### config.mk
export PLATFORM = sky130hd
export DESIGN_NAME = weighted_moving_average_level_top
export DESIGN_NICKNAME = d
export VERILOG_FILES = /design/src/wmal_pkg.sv /design/src/wmal_window.sv /design/src/wmal_classify.sv /design/src/weighted_moving_average_level_top.sv
export SDC_FILE = /design/constraint.sdc
export NUM_CORES = 1
export LEC_CHECK = 0
export ABC_AREA = 0
export CAP_MARGIN = 20
export CORE_ASPECT_RATIO = 0.9
export CORE_MARGIN = 2
export CORE_UTILIZATION = 40
export CTS_BUF_LIST = sky130_fd_sc_hd__clkbuf_8
export DETAILED_ROUTE_END_ITERATION = 7
export DONT_BUFFER_PORTS = 1
export MAX_ROUTING_LAYER = met4
export PLACE_DENSITY = 0.66
export SLEW_MARGIN = 5
export SYNTH_ARGS = -nofsm -noshare
export SYNTH_HDL_FRONTEND = slang
export SYNTH_SLANG_ARGS = --single-unit
### constraint.sdc
create_clock -name clk -period 14.42 [get_ports clk]
set_clock_uncertainty 0.1 [all_clocks]
set_input_delay 4.326 -clock clk [delete_from_list [all_inputs] [get_ports clk]]
set_output_delay 4.326 -clock clk [all_outputs]
set_load 0.005 [all_outputs]
### src/wmal_pkg.sv
// ----------------------------------------------------------------------------
// wmal_pkg
// Shared types and constants for the weighted moving average level block.
// ----------------------------------------------------------------------------
`default_nettype none

package wmal_pkg;

	localparam int THR_W     = 16;
	localparam int CFG_IDX_W = 2;
	localparam int LEVEL_W   = 2;

	localparam logic [CFG_IDX_W-1:0] REG_LOW_THR  = CFG_IDX_W'(0);
	localparam logic [CFG_IDX_W-1:0] REG_HIGH_THR = CFG_IDX_W'(1);

	localparam logic [THR_W-1:0] LOW_THR_RESET  = THR_W'(15);
	localparam logic [THR_W-1:0] HIGH_THR_RESET = THR_W'(80);

	localparam logic [LEVEL_W-1:0] LVL_SILENT = LEVEL_W'(0);
	localparam logic [LEVEL_W-1:0] LVL_LOW    = LEVEL_W'(1);
	localparam logic [LEVEL_W-1:0] LVL_MEDIUM = LEVEL_W'(2);
	localparam logic [LEVEL_W-1:0] LVL_HIGH   = LEVEL_W'(3);

	typedef struct packed {
		logic                 valid;
		logic [CFG_IDX_W-1:0] index;
		logic [THR_W-1:0]     data;
	} cfg_wr_t;

endpackage

`default_nettype wire

### src/wmal_window.sv
// ----------------------------------------------------------------------------
// wmal_window
// Sample shift line with running total and weighted sum, updated per beat.
// ----------------------------------------------------------------------------
`default_nettype none

module wmal_window #(
	parameter int WINDOW     = 5,
	parameter int COUNT_BITS = 16,
	parameter int SUM_W      = 20
) (
	input  wire logic                  clk,
	input  wire logic                  arst_n,
	input  wire logic                  step,
	input  wire logic [COUNT_BITS-1:0] fresh,
	output logic      [SUM_W-1:0]      acc_next
);

	localparam int TOTAL_W = COUNT_BITS + $clog2(WINDOW + 1);
	localparam int EXT_W   = SUM_W + 1;
	localparam int TEXT_W  = TOTAL_W + 1;

	logic [COUNT_BITS-1:0] ring_q [WINDOW];
	logic [TOTAL_W-1:0]    total_q;
	logic [SUM_W-1:0]      acc_q;
	logic [EXT_W-1:0]      acc_ext;
	logic [TEXT_W-1:0]     total_ext;
	logic [TOTAL_W-1:0]    total_next;

	// newest weighted WINDOW, everyone else drops one weight
	assign acc_ext = EXT_W'(acc_q) + EXT_W'(fresh) * EXT_W'(WINDOW) - EXT_W'(total_q);
	assign acc_next = acc_ext[SUM_W-1:0];

	assign total_ext  = TEXT_W'(total_q) + TEXT_W'(fresh) - TEXT_W'(ring_q[WINDOW-1]);
	assign total_next = total_ext[TOTAL_W-1:0];

	always_ff @(posedge clk or negedge arst_n) begin
		if (!arst_n) begin
			acc_q   <= '0;
			total_q <= '0;
		end else if (step) begin
			acc_q   <= acc_next;
			total_q <= total_next;
		end
	end

	for (genvar i = 0; i < WINDOW; i++) begin : g_tap
		always_ff @(posedge clk or negedge arst_n) begin
			if (!arst_n) begin
				ring_q[i] <= '0;
			end else if (step) begin
				if (i == 0) begin
					ring_q[i] <= fresh;
				end else begin
					ring_q[i] <= ring_q[(i == 0) ? 0 : i - 1];
				end
			end
		end
	end

	a_acc_covers_total: assert property (@(posedge clk) disable iff (!arst_n)
		EXT_W'(acc_q) >= EXT_W'(total_q))
		else $error("weighted sum below window total");

	a_hold_when_idle: assert property (@(posedge clk) disable iff (!arst_n)
		!step |=> $stable(acc_q) && $stable(total_q))
		else $error("window state moved without a step");

	a_total_tracks_sum: assert property (@(posedge clk) disable iff (!arst_n)
		(total_q == '0) |-> (acc_q == '0))
		else $error("empty window with nonzero weighted sum");

endmodule

`default_nettype wire

### src/wmal_classify.sv
// ----------------------------------------------------------------------------
// wmal_classify
// Threshold registers, kept pre-scaled by the divisor, and level compare.
// ----------------------------------------------------------------------------
`default_nettype none

module wmal_classify #(
	parameter int DIVISOR = 15,
	parameter int SUM_W   = 20
) (
	input  wire logic                          clk,
	input  wire logic                          arst_n,
	input  wire wmal_pkg::cfg_wr_t             cfg,
	input  wire logic [SUM_W-1:0]              sum,
	output logic      [wmal_pkg::LEVEL_W-1:0]  level
);

	localparam int SCALED_W = wmal_pkg::THR_W + $clog2(DIVISOR + 1);
	localparam int CMP_W    = (SCALED_W > SUM_W) ? SCALED_W : SUM_W;

	logic [SCALED_W-1:0] low_scaled_q;
	logic [SCALED_W-1:0] high_scaled_q;
	logic [SCALED_W-1:0] wr_scaled;
	logic [CMP_W-1:0]    sum_ext;

	assign wr_scaled = SCALED_W'(cfg.data) * SCALED_W'(DIVISOR);

	always_ff @(posedge clk or negedge arst_n) begin
		if (!arst_n) begin
			low_scaled_q  <= SCALED_W'(wmal_pkg::LOW_THR_RESET) * SCALED_W'(DIVISOR);
			high_scaled_q <= SCALED_W'(wmal_pkg::HIGH_THR_RESET) * SCALED_W'(DIVISOR);
		end else if (cfg.valid) begin
			case (cfg.index)
				wmal_pkg::REG_LOW_THR:  low_scaled_q  <= wr_scaled;
				wmal_pkg::REG_HIGH_THR: high_scaled_q <= wr_scaled;
				default: ;
			endcase
		end
	end

	assign sum_ext = CMP_W'(sum);

	// ties take the lower level
	always_comb begin
		if (sum == '0) begin
			level = wmal_pkg::LVL_SILENT;
		end else if (sum_ext <= CMP_W'(low_scaled_q)) begin
			level = wmal_pkg::LVL_LOW;
		end else if (sum_ext <= CMP_W'(high_scaled_q)) begin
			level = wmal_pkg::LVL_MEDIUM;
		end else begin
			level = wmal_pkg::LVL_HIGH;
		end
	end

endmodule

`default_nettype wire

### src/weighted_moving_average_level_top.sv
// ----------------------------------------------------------------------------
// weighted_moving_average_level_top
// Linear weighted moving average of packet counts with a four-way level.
// ----------------------------------------------------------------------------
// One packet count per beat in, one weighted sum and level per beat out. The
// block takes a new count every cycle while the output is not stalled; an
// accepted count passes the input register, then the window update and
// threshold compare into the result register. The running total and weighted
// sum are updated together in that step. Thresholds are stored already
// multiplied by WINDOW*(WINDOW+1)/2, so the compare needs no division; write
// them only while no beat is in flight. The window starts zero-filled.
`default_nettype none

module weighted_moving_average_level_top #(
	parameter int  WINDOW     = 5,
	parameter int  COUNT_BITS = 16,
	localparam int DIVISOR    = WINDOW * (WINDOW + 1) / 2,
	localparam int SUM_W      = COUNT_BITS + $clog2(DIVISOR + 1)
) (
	input  wire logic                             clk,
	input  wire logic                             arst_n,

	input  wire logic                             in_valid,
	output logic                                  in_ready,
	input  wire logic [COUNT_BITS-1:0]            packet_count,

	output logic                                  out_valid,
	input  wire logic                             out_ready,
	output logic      [SUM_W-1:0]                 weighted_sum,
	output logic      [wmal_pkg::LEVEL_W-1:0]     activity_level,

	input  wire logic                             cfg_valid,
	output logic                                  cfg_ready,
	input  wire logic [wmal_pkg::CFG_IDX_W-1:0]   cfg_index,
	input  wire logic [wmal_pkg::THR_W-1:0]       cfg_data
);

	logic                          valid_s1;
	logic [COUNT_BITS-1:0]         count_s1;
	logic                          valid_s2;
	logic [SUM_W-1:0]              sum_s2;
	logic [wmal_pkg::LEVEL_W-1:0]  level_s2;

	logic                          adv2;
	logic                          step;
	logic [SUM_W-1:0]              acc_next;
	logic [wmal_pkg::LEVEL_W-1:0]  level_next;
	wmal_pkg::cfg_wr_t             cfg_wr;

	assign adv2     = !valid_s2 || out_ready;
	assign step     = adv2 && valid_s1;
	assign in_ready = !valid_s1 || adv2;

	assign cfg_ready    = 1'b1;
	assign cfg_wr.valid = cfg_valid;
	assign cfg_wr.index = cfg_index;
	assign cfg_wr.data  = cfg_data;

	always_ff @(posedge clk or negedge arst_n) begin
		if (!arst_n) begin
			valid_s1 <= 1'b0;
			valid_s2 <= 1'b0;
		end else begin
			if (in_ready) begin
				valid_s1 <= in_valid;
			end
			if (adv2) begin
				valid_s2 <= valid_s1;
			end
		end
	end

	always_ff @(posedge clk) begin
		if (in_valid && in_ready) begin
			count_s1 <= packet_count;
		end
		if (step) begin
			sum_s2   <= acc_next;
			level_s2 <= level_next;
		end
	end

	wmal_window #(
		.WINDOW     (WINDOW),
		.COUNT_BITS (COUNT_BITS),
		.SUM_W      (SUM_W)
	) u_window (
		.clk      (clk),
		.arst_n   (arst_n),
		.step     (step),
		.fresh    (count_s1),
		.acc_next (acc_next)
	);

	wmal_classify #(
		.DIVISOR (DIVISOR),
		.SUM_W   (SUM_W)
	) u_classify (
		.clk    (clk),
		.arst_n (arst_n),
		.cfg    (cfg_wr),
		.sum    (acc_next),
		.level  (level_next)
	);

	assign out_valid      = valid_s2;
	assign weighted_sum   = sum_s2;
	assign activity_level = level_s2;

	a_silent_iff_zero: assert property (@(posedge clk) disable iff (!arst_n)
		valid_s2 |-> ((sum_s2 == '0) == (level_s2 == wmal_pkg::LVL_SILENT)))
		else $error("silent level does not match zero sum");

	a_stall_keeps_s1: assert property (@(posedge clk) disable iff (!arst_n)
		valid_s1 && !step |=> valid_s1 && $stable(count_s1))
		else $error("stage one lost a beat while stalled");

	a_step_fills_out: assert property (@(posedge clk) disable iff (!arst_n)
		step |=> valid_s2)
		else $error("stepped beat did not reach the result register");

endmodule

`default_nettype wire

# == Yosys cells after proc, flatten, opt, wreduce, memory -nomap -nowiden ==
# Cells that the tools add are included.
# totals
wordCells,37
inputBits,39
out_inout_bits,25
ff_bits,199
# classes
n_reduce_logical,11
addsub,4
order_cmp,2
eq_ne,1
n_mux,2
n_mul,2
# op_table
cell,count
<= comparator 20 bit,2
adder 20 x 19 -> 20 bit,1
zero test 20 bit,1
"multiplier 16 x 4 -> 20 bit, second input constant",1
subtractor 20 x 19 -> 20 bit,1
adder 19 x 16 -> 19 bit,1
"multiplier 16 x 3 -> 19 bit, second input constant",1
subtractor 19 x 16 -> 19 bit,1
AND reduction 2 bit,2
"== test 2 x 1 -> 1 bit, second input constant",1
logical AND 1 bit,2
zero test 1 bit,2
zero test 2 bit,1
logical OR 1 bit,2
2-to-1 mux 1 bit,2
OR reduction 2 bit,1

# == Depth between registers and ports, before layout ==
# depth
ltp_word,6
depth_mapped,23
mapped_depth_nobuf,23

# == Modules after synthesis ==
# Synthesis repeated with hierarchy kept, for this count alone.
# unflattened
hier_cells,1330
area_unflattened_um2,13759.4
# by_module_without_submodules
mod,seq_area_each_um2,instances,area_per_inst_um2,cells_each
wmal_window,2977.9,1,8275.4,795
wmal_classify,1011.0,1,4227.8,487
weighted_moving_average_level_top,1191.1,1,1256.2,48

# == Worst setup path after synthesis ==
# OpenSTA, ideal clock, no wires.
# synth_timing
path_kind,input port to output port
startpoint,in out_ready
endpoint,out in_ready
required_ps,9994
t_arrival_ps,4500
n_path_buf,0
setup_slack_ps,5494
stages,1
cell_sequence,nand3b_1
# synth_via
elab_chain_cells,2
# synth_rtl
element,line_no,rtl
from (decl),weighted_moving_average_level_top.sv:28,"input wire logic out_ready,"
logical OR 1 bit,weighted_moving_average_level_top.sv:50,assign adv2 = !valid_s2 || out_ready;
logical OR 1 bit,weighted_moving_average_level_top.sv:52,assign in_ready = !valid_s1 || adv2;
to (decl),weighted_moving_average_level_top.sv:24,"output logic in_ready,"
# No other way between the ends.

# == Worst setup path after layout ==
# Same ends and word-level chain as after synthesis.

==> flow_summary.toml <==
[outcome]
status = "finished, final reports clean"

[sta]
max_slew_margin_pct = 28.20
setup_ws_ns = 5.482
finalHoldViolCount = 0
worst_pin_slew_ns = 1.069
timing.hold.ws_ns = 0.3878
fmax_ghz = 0.1119
timing.final.crit_share_pct = 61.98
finalMaxSlewViolations = 0
tns_ns = 0
setup_viol = 0
rsz0062_at_grt = "no"
period_minus_slack_ns = 8.938

[grt]
grt_antenna_before_repair = 0
grt_pass1_wl_um = 42530
grt_use_total_pct = 16.73
grt_pass1_vias = 8367
grt_max_degree = 162
overflow = 0

[floorplanning]
dieArea_sq_um = 33250
start_util_pct = 40.86
core_area_sq_um = 31140
ios = 64
die_height_um = 173.2
row_count = 61
die_w_um = 192.0

[critical_path]
r2r-start = "count_s1[4]$_DFFE_PP_"
endpoint_kind = "output pin"
cp_slowest_cell = "nand3b_1"
rrSetupSlack_ns = 7.75
cp.required_ns = 9.99
path_max_fanout = 3
crit_family = "simple AND/OR/NAND/NOR gates"
rr_worst_depth = 21
worstPathCellList = "nand3b_1"
critPathLaunchType = "input pin"
worst-path-buf-inv = 0
cp.arrival_ns = 4.51
max_stage_delay_ns = 0.19
reg2reg_to = "activity_level[1]$_SDFFCE_PP0P_"
critPathKind = "input pin to output pin"

[min_path]
min_delay_path_depth = 2
hold_start = "u_window.ring_q[79]$_DFFE_PN0P_"
worstHoldPathType = "register to register"
hold_end = "u_window.ring_q[79]$_DFFE_PN0P_"

[synth]
synth_cell_types = 60
synthArstFlopShare_pct = 80.90
syn-cell-area_sq_um = 12720
ys.flop_type = "dfrtp_1"
synth.ff_latch_count = 199
synth_fp_nets = 1401
ys_seq_area_share_pct = 40.72
synth_warnings = 0
synth_enable_flop_cells = 38
syn_inst = 1162
postSynthAreaPerCell_sq_um = 10.95

[placement]
dp_hpwl_um = 18940
routabilityCongestion = 0.8628
place_ws_ns = 5.480
io_buffers = 0
place_area_sq_um = 13190

[cells_and_area]
final_nets = 1400
multi_input_area_sq_um = 6749
post-route-cell-area_sq_um = 13580
drive_gt1_share_pct = 11.24
antenna_cells = 0
syn2layout_area_growth_pct = 6.766
num-fill-cells = 2944
regArea_sq_um = 5180

[clock_network]
cts_sinks = 199
cts_resized = 0
clk_pin_slew_ns = 0.09
cts_htree_levels = 4
cts_tree = "yes"
clk_path_buf_depth = 2
cts_made_buffers = 17
clk_latency_ns = 0.49
cts-root-buf = "clkbuf_8"
post-cts-setup-buffers = 0
hold_buffers = 0

[detailed_routing]
antenna_left = 0
wl_per_cell_um = 15.94
vias_per_cell = 5.059
drc = 0
vias = 8008
drtPass1Iterations = 4
drtIter0Drc = 332
drt_wl_total_um = 25230

[run]
cap_viol_max_count = 0
[cell usage after synthesis, types with 12 or more instances]
library cell	count	share of area, %
xnor2_1	29	2.0
o21ai_0	95	3.7
a21oi_1	34	1.3
ha_1	122	12
nor2_1	21	0.62
fa_1	78	12
mux2_2	79	7.0
edfxtp_1	38	9.0
dfrtp_1	153	30
inv_1	183	5.4
a21o_1	30	1.8
clkbuf_1	26	0.77
nand2_1	96	2.8
xor2_1	20	1.4
nand3_1	14	0.55
nor3_1	12	0.47
[state kept, by name, indices dropped and copies added, names as in the netlist]
name,count
valid_s1,1
weighted_sum,20
activity_level,2
u_window.acc_q,20
u_classify.high_scaled_q,20
u_window.total_q,19
count_s1,16
u_window.ring_q,80
out_valid,1
u_classify.low_scaled_q,20
[placed cells by master, fill, tap and decap left out, drive strengths merged, types with 20 or more instances in the layout]
| master | Yosys | final |
|---|---|---|
| nor2 | 21 | 21 |
| o21ai | 98 | 98 |
| fa | 78 | 78 |
| a21oi | 34 | 34 |
| dfrtp | 153 | 153 |
| mux2 | 79 | 79 |
| nand2 | 96 | 96 |
| xnor2 | 29 | 29 |
| ha | 122 | 122 |
| xor2 | 20 | 20 |
| edfxtp | 38 | 38 |
| inv | 183 | 187 |
| a21o | 30 | 30 |
[worst max-delay path by stage]
stage | depth (start not counted) | start | end | slack [ns]
global route | 1 | out_ready | in_ready | 5.46
global placement | 1 | out_ready | in_ready | 5.48
floorplan | 1 | out_ready | in_ready | 5.49
CTS | 1 | out_ready | in_ready | 5.48
detailed placement | 1 | out_ready | in_ready | 5.48
finish | 1 | out_ready | in_ready | 5.48
[cell families after synthesis]
kind of cell / share of synthesized area, %
other: 0.02948
buffers and inverters: 6.255
AOI/OAI and AO/OA: 10.92
and+or+nand+nor: 7.366
DFF: 40.72
adders and majority gates: 24.27
xor gates and xnor gates: 3.373
muxes: 7.071
[routing by layer]
metal  global-route usage (%)  wire (um)  up-vias
met2                    24.56      11230      125
met4                    4.707        317        0
met1                    23.23      12530     3938
met5                        -          0        -
met3                    3.775       1148       24
li1                         -          -     3921
[stage by stage]
step           utilization, %  instances
3_5_place_dp            42.34       1551
4_1_cts                 43.62       1583
5_1_grt                 43.62       1583
6_report                43.62       1583
3_3_place_gp            42.34       1551
2_1_floorplan               -       1162
[layout make-up]
type	count	share of cell area, %
multi-input combinational	752	49.69
sequential	199	38.14
inverter	184	5.094
tap	409	3.768
clock buffer	17	1.723
clock inverter	15	1.207
timing repair buffer	7	0.3869
Power is not shown: default switching activity piles up to over one toggle a cycle in this logic, so the estimate is an artifact.
